[src/hdl/svp_pkg.sv]
`timescale 1ns / 1ps
// ----------------------------------------------------------------------------
// svp_pkg
// Shared constants, CORDIC angle table and unit latencies for the
// space vector PWM duty core.
// ----------------------------------------------------------------------------
package svp_pkg;

    localparam int VOLT_W       = 16;
    localparam int ANG_IN_W     = 16;
    localparam int VLIM_W       = 15;
    localparam int SEC_W        = 3;
    localparam int TURN_W       = 32;
    localparam int CORDIC_STEPS = 24;

    localparam logic [VLIM_W-1:0] VLIM_RESET = 15'd3072;
    localparam logic [31:0] SQRT3_GAIN_Q30   = 32'd1129354066;
    localparam logic [31:0] HALF_TURN        = 32'h8000_0000;

    // Reciprocal of three for exact floor division of 32-bit values
    localparam logic [31:0] RECIP3   = 32'hAAAA_AAAB;
    localparam int          RECIP3_SH = 33;

    // Pipeline depths of the arithmetic units
    localparam int MAG_LAT  = 50;
    localparam int ATAN_LAT = CORDIC_STEPS + 1;
    localparam int SIN_LAT  = CORDIC_STEPS;

    // Sector codes
    localparam logic [SEC_W-1:0] SECTOR_1 = 3'd1;
    localparam logic [SEC_W-1:0] SECTOR_2 = 3'd2;
    localparam logic [SEC_W-1:0] SECTOR_3 = 3'd3;
    localparam logic [SEC_W-1:0] SECTOR_4 = 3'd4;
    localparam logic [SEC_W-1:0] SECTOR_5 = 3'd5;
    localparam logic [SEC_W-1:0] SECTOR_6 = 3'd6;

    // atan(2^-i) in 32-bit fractions of a turn
    function automatic logic [31:0] atan_turn(input int i);
        logic [31:0] a;
        begin
            case (i)
                0:  a = 32'd536870912;
                1:  a = 32'd316933406;
                2:  a = 32'd167458907;
                3:  a = 32'd85004756;
                4:  a = 32'd42667331;
                5:  a = 32'd21354465;
                6:  a = 32'd10679838;
                7:  a = 32'd5340245;
                8:  a = 32'd2670163;
                9:  a = 32'd1335087;
                10: a = 32'd667544;
                11: a = 32'd333772;
                12: a = 32'd166886;
                13: a = 32'd83443;
                14: a = 32'd41722;
                15: a = 32'd20861;
                16: a = 32'd10430;
                17: a = 32'd5215;
                18: a = 32'd2608;
                19: a = 32'd1304;
                20: a = 32'd652;
                21: a = 32'd326;
                22: a = 32'd163;
                23: a = 32'd81;
                default: a = 32'd0;
            endcase
            return a;
        end
    endfunction

endpackage

[src/hdl/svp_mag.sv]
`timescale 1ns / 1ps
// ----------------------------------------------------------------------------
// svp_mag
// Modulation ratio: squares, 16-stage bitwise square root and 32-stage
// restoring divide by the voltage limit. Unsigned Q16.16 result.
// ----------------------------------------------------------------------------
module svp_mag
    import svp_pkg::*;
(
    input  logic                     clk,
    input  logic                     en,
    input  logic signed [VOLT_W-1:0] uq,
    input  logic signed [VOLT_W-1:0] ud,
    input  logic [VLIM_W-1:0]        vlim,
    output logic [31:0]              mod_ratio
);

    logic signed [31:0] sq_q_reg, sq_d_reg;
    logic [31:0]        sum_reg;
    logic [31:0]        rad_reg  [0:15];
    logic [31:0]        root_reg [0:15];
    logic [31:0]        wrd_reg  [0:31];
    logic [VLIM_W-1:0]  rem_reg  [0:31];
    logic [VLIM_W-1:0]  vlim_eff;

    // Treat a zero limit as one
    assign vlim_eff = (vlim == '0) ? VLIM_W'(1) : vlim;

    // Square and sum
    always_ff @(posedge clk)
    begin
        if (en)
        begin
            sq_q_reg <= uq * uq;
            sq_d_reg <= ud * ud;
            sum_reg  <= 32'(sq_q_reg) + 32'(sq_d_reg);
        end
    end

    // Square root, one result bit per stage
    genvar k;
    generate
        for (k = 0; k < 16; k++)
        begin : g_root
            localparam logic [31:0] BIT = 32'd1 << (30 - 2 * k);
            logic [31:0] v_in, r_in, v_next, r_next;
            logic [32:0] trial;
            if (k == 0)
            begin : g_first
                assign v_in = sum_reg;
                assign r_in = '0;
            end
            else
            begin : g_rest
                assign v_in = rad_reg[k-1];
                assign r_in = root_reg[k-1];
            end
            always_comb
            begin
                trial = {1'b0, r_in} + {1'b0, BIT};
                if ({1'b0, v_in} >= trial)
                begin
                    v_next = v_in - trial[31:0];
                    r_next = (r_in >> 1) + BIT;
                end
                else
                begin
                    v_next = v_in;
                    r_next = r_in >> 1;
                end
            end
            always_ff @(posedge clk)
            begin
                if (en)
                begin
                    rad_reg[k]  <= v_next;
                    root_reg[k] <= r_next;
                end
            end
        end
    endgenerate

    // Restoring divide of root * 2^16, one quotient bit per stage
    generate
        for (k = 0; k < 32; k++)
        begin : g_div
            logic [31:0]       w_in, w_next;
            logic [VLIM_W-1:0] r_in, r_next;
            logic [VLIM_W:0]   part;
            logic              qbit;
            if (k == 0)
            begin : g_first
                assign w_in = {root_reg[15][15:0], 16'd0};
                assign r_in = '0;
            end
            else
            begin : g_rest
                assign w_in = wrd_reg[k-1];
                assign r_in = rem_reg[k-1];
            end
            always_comb
            begin
                part = {r_in, w_in[31]};
                qbit = (part >= {1'b0, vlim_eff});
                if (qbit)
                    r_next = VLIM_W'(part - {1'b0, vlim_eff});
                else
                    r_next = part[VLIM_W-1:0];
                w_next = {w_in[30:0], qbit};
            end
            always_ff @(posedge clk)
            begin
                if (en)
                begin
                    wrd_reg[k] <= w_next;
                    rem_reg[k] <= r_next;
                end
            end
        end
    endgenerate

    assign mod_ratio = wrd_reg[31];

endmodule

[config.mk]
export PLATFORM = sky130hd
export DESIGN_NAME = svp_mag
export DESIGN_NICKNAME = d
export VERILOG_FILES = /design/src/hdl/svp_pkg.sv /design/src/hdl/svp_mag.sv
export SDC_FILE = /design/constraint.sdc
export NUM_CORES = 2
export LEC_CHECK = 0
export ABC_CLOCK_PERIOD_IN_PS = 26900
export BUFFER_PORTS_ARGS = -buffer_cell sky130_fd_sc_hd__buf_2
export CORE_MARGIN = 3
export CORE_UTILIZATION = 35
export CTS_CLUSTER_SIZE = 8
export DETAILED_ROUTE_END_ITERATION = 12
export PLACE_DENSITY_LB_ADDON = 0.1
export SLEW_MARGIN = 20
export SYNTH_ARGS = -nofsm -noshare
export SYNTH_HDL_FRONTEND = slang
export SYNTH_SLANG_ARGS = --single-unit
[constraint.sdc]
create_clock -name clk -period 26.9 [get_ports clk]
set_input_delay 8.07 -clock clk [delete_from_list [all_inputs] [get_ports clk]]
set_output_delay 8.07 -clock clk [all_outputs]
set_load 0.005 [all_outputs]
==> flow_metrics.env <==
export IMPL_status="finished, final reports clean"
export IMPL_cts_made_buffers=270
export IMPL_crit_arrival_ps=15500
export IMPL_fin_nets=10300
export IMPL_num_vias=64600
export IMPL_slew_violations=0
export IMPL_overflow=0
export IMPL_setup_viol=0
export IMPL_dp_cells=12800
export IMPL_hp_class="reg -> reg"
export IMPL_tightest_slew_ps=1080
export IMPL_drive_gt1_frac=0.101
export IMPL_rsz0062_at_grt="false"
export IMPL_synth_seq_area_share=0.507
export IMPL_grt_max_degree=179
export IMPL_syn_inst=8649
export IMPL_cts_resized=0
export IMPL_critical_path_class="in -> reg"
export IMPL_start_util=0.352
export IMPL_core_um2=307000
export IMPL_clock_sinks=1823
export IMPL_routed_wl_um=238000
export IMPL_largest_reg_flops=648
export IMPL_viasPerCell=4.93
export IMPL_powerDensity_nw_per_um2=128
export IMPL_cts_root_buf="clkbuf_16"
export IMPL_clockBufferDepth=4
export IMPL_cts_setup_buffers=0
export IMPL_syn_nets=10000
export IMPL_cts_hold_fix_buffers=0
export IMPL_startpoint_type="input pin"
export IMPL_row_count=203
export IMPL_wire_per_inst_um=18.2
export IMPL_first_iter_violations=3307
export IMPL_hold_viol_final=0
export IMPL_power_leakage_uw=0.0485
export IMPL_path_clk_slew_ps=50
export IMPL_cts_tree="done"
export IMPL_async_reset_ff_frac=0
export IMPL_r2r_slack_ps=22920
export IMPL_clock_skew_ps=36.9
export IMPL_synth_top_flop_cell="edfxtp_1"
export IMPL_cp_required_ps=27490
export IMPL_fmax_mhz=67.1
export IMPL_grtUsageTotal=0.150
export IMPL_syn_area_um2=108000
export IMPL_post_route_worst_setup_slack_ps=11990
export IMPL_tns_ps=0
export IMPL_port_buffers=80
export IMPL_final_cells=13100
export IMPL_crit_path_end_kind="flop"
export IMPL_io_pins=81
export IMPL_dieWidth_um=561
export IMPL_die_area_um2=315000
export IMPL_area_growth_pct=12.0
export IMPL_firstDrtPassIters=7
export IMPL_ys_ff_latch=1823
export IMPL_maxCapViolCount=0
export IMPL_layout_min_cycle_time_ps=14910
export IMPL_htree_levels=5
export IMPL_grt_pass1_wl_um=379000
export IMPL_finalCritPeriodShare=0.554
export IMPL_antenna_found_initial=9
export IMPL_ir_worst_vdd_v=0.000145
export IMPL_yosys_warnings=0
export IMPL_crit_fanout=18
export IMPL_grt_pass1_vias=68400
export IMPL_postRouteAntennaNets=0
export IMPL_yosysUniqueCellTypes=90
export IMPL_drcViolationCount=0
export IMPL_dp_final_hpwl_um=168000
export IMPL_clkLatencyLatePin_ps=850
export IMPL_synth_edf_count=1823
export IMPL_relSlewSlack=0.280
export IMPL_die_h_um=561
export IMPL_gp_congestion=0.836
export IMPL_pre_cts_ws_ps=11100
export IMPL_avgSynthCellArea_um2=12.5
logic make-up after synthesis:
group,Yosys count,synth area share
adders and majority gates,1324,0.188
and+or+nand+nor,1832,0.0845
DFF,1823,0.507
xor gates and xnor gates,586,0.0475
muxes,408,0.0421
AOI/OAI and AO/OA,1502,0.0895
buffers and inverters,1174,0.0413
path summary, 6_finish.rpt:
path / startpoint / endpoint / cells past startpoint
worst max-delay path: ud[15] / sq_d_reg[30]$_DFFE_PP_ / 23
worst min-delay path: wrd_reg[0][297]$_DFFE_PP_ / wrd_reg[0][330]$_DFFE_PP_ / 0
worst max register to register: wrd_reg[0][415]$_DFFE_PP_ / rem_reg[0][205]$_DFFE_PP_ / 13
worst min register to register: wrd_reg[0][297]$_DFFE_PP_ / wrd_reg[0][330]$_DFFE_PP_ / 0
cell usage in the layout, fill, tap and decap left out, drive strengths merged, types with 21 or more instances in the layout:
cell	Yosys	layout
o21bai	59	59
a211oi	56	56
inv	1043	1052
nand2b	112	112
ha	825	825
nor2b	85	85
mux2i	44	44
or4	23	23
and3	41	41
buf	34	148
nor2	440	440
nand3	75	75
o21ai	329	329
and2	134	134
edfxtp	1823	1823
clkinv	2	21
o21a	113	113
a21oi	409	409
xnor2	383	383
clkbuf	95	297
nor4	96	96
a221o	24	24
xor2	203	203
nand2	459	459
mux2	364	364
a31oi	33	33
o31ai	59	59
or2	31	31
nand4	89	89
fa	499	499
nor3	156	156
a21o	204	204
or3	33	33
a21boi	50	50
final cells by class:
cell class | instances | area, µm²
antenna | 1 | 2.50
clock buffer | 297 | 6940
clock inverter | 29 | 383
fill | 28900 | 186000
inverter | 1045 | 3930
multi-input combinational | 5652 | 48800
sequential | 1823 | 54700
tap | 4100 | 5130
timing repair buffer | 148 | 961
routing by layer:
metal | up-vias | track usage | wire length [µm]
li1 | 31500 | - | -
met1 | 31700 | 0.201 | 110000
met2 | 982 | 0.252 | 112000
met3 | 378 | 0.0212 | 8770
met4 | 6 | 0.0436 | 6480
met5 | - | 0 | 54
worst max-delay path, cell delays in order:
cell and delay [ps]:
buf_2 350, clkinv_1 680, nor2_1 430, fa_1 520, inv_1 230, fa_1 440, inv_1 90, fa_1 430
fa_1 470, fa_1 540, inv_1 60, fa_1 530, inv_1 40, ha_1 350, and3_1 230, a221o_1 330
a2111o_1 440, a31oi_1 180, a21boi_0 310, o21ai_0 190, a41oi_1 300, a21oi_1 120, xor2_1 160
synth_stat cells, types with 11 or more instances:
cell type,instances,area (µm²)
nor2b_1,85,532
or2_2,30,188
a221oi_1,12,105
clkbuf_1,95,357
mux2i_1,44,440
or3_1,32,200
o21ai_0,325,1630
nand2_1,459,1720
a21o_1,203,1520
mux2_2,362,4080
ha_1,825,10300
nand2b_1,112,701
xor2_1,203,1780
a31o_2,16,140
o211ai_1,18,135
and3_1,41,257
nor2_1,439,1650
and2_1,134,838
buf_2,26,130
a211oi_1,55,413
a31oi_1,33,206
inv_1,1041,3910
nor3_1,156,781
edfxtp_1,1823,54700
or4_1,22,165
nand3_1,75,375
o21a_1,113,848
xnor2_1,383,3350
nand4b_1,11,96.3
a221o_1,24,240
o41ai_1,13,114
a21boi_0,46,345
fa_1,499,9990
nand4_1,89,557
a21oi_1,406,2030
o31ai_1,58,435
o21bai_1,59,443
nand3b_1,11,82.6
nor4_1,95,594
o22ai_1,19,119
power breakdown:
| part | total (µW) | internal, µW | switching (µW) | leakage [µW] |
|---|---|---|---|---|
| combinational | 7790 | 3510 | 4280 | 0.0273 |
| clock | 3020 | 1810 | 1210 | 0.00357 |
| sequential | 4680 | 4300 | 378 | 0.0176 |
| total | 15500 | 9620 | 5870 | 0.0485 |
per-stage QoR:
step / power (µW) / hold slack, ps / cell area [µm²] / util
2_1_floorplan: 10600 / 400 / 108000 / -
3_3_place_gp: 12500 / 401 / 114000 / 0.370
3_5_place_dp: 12600 / 405 / 114000 / 0.370
4_1_cts: 15800 / 389 / 121000 / 0.394
5_1_grt: 16900 / 408 / 121000 / 0.394
6_report: 15500 / 389 / 121000 / 0.394
Note: power is estimated with default switching activity, not from simulation.
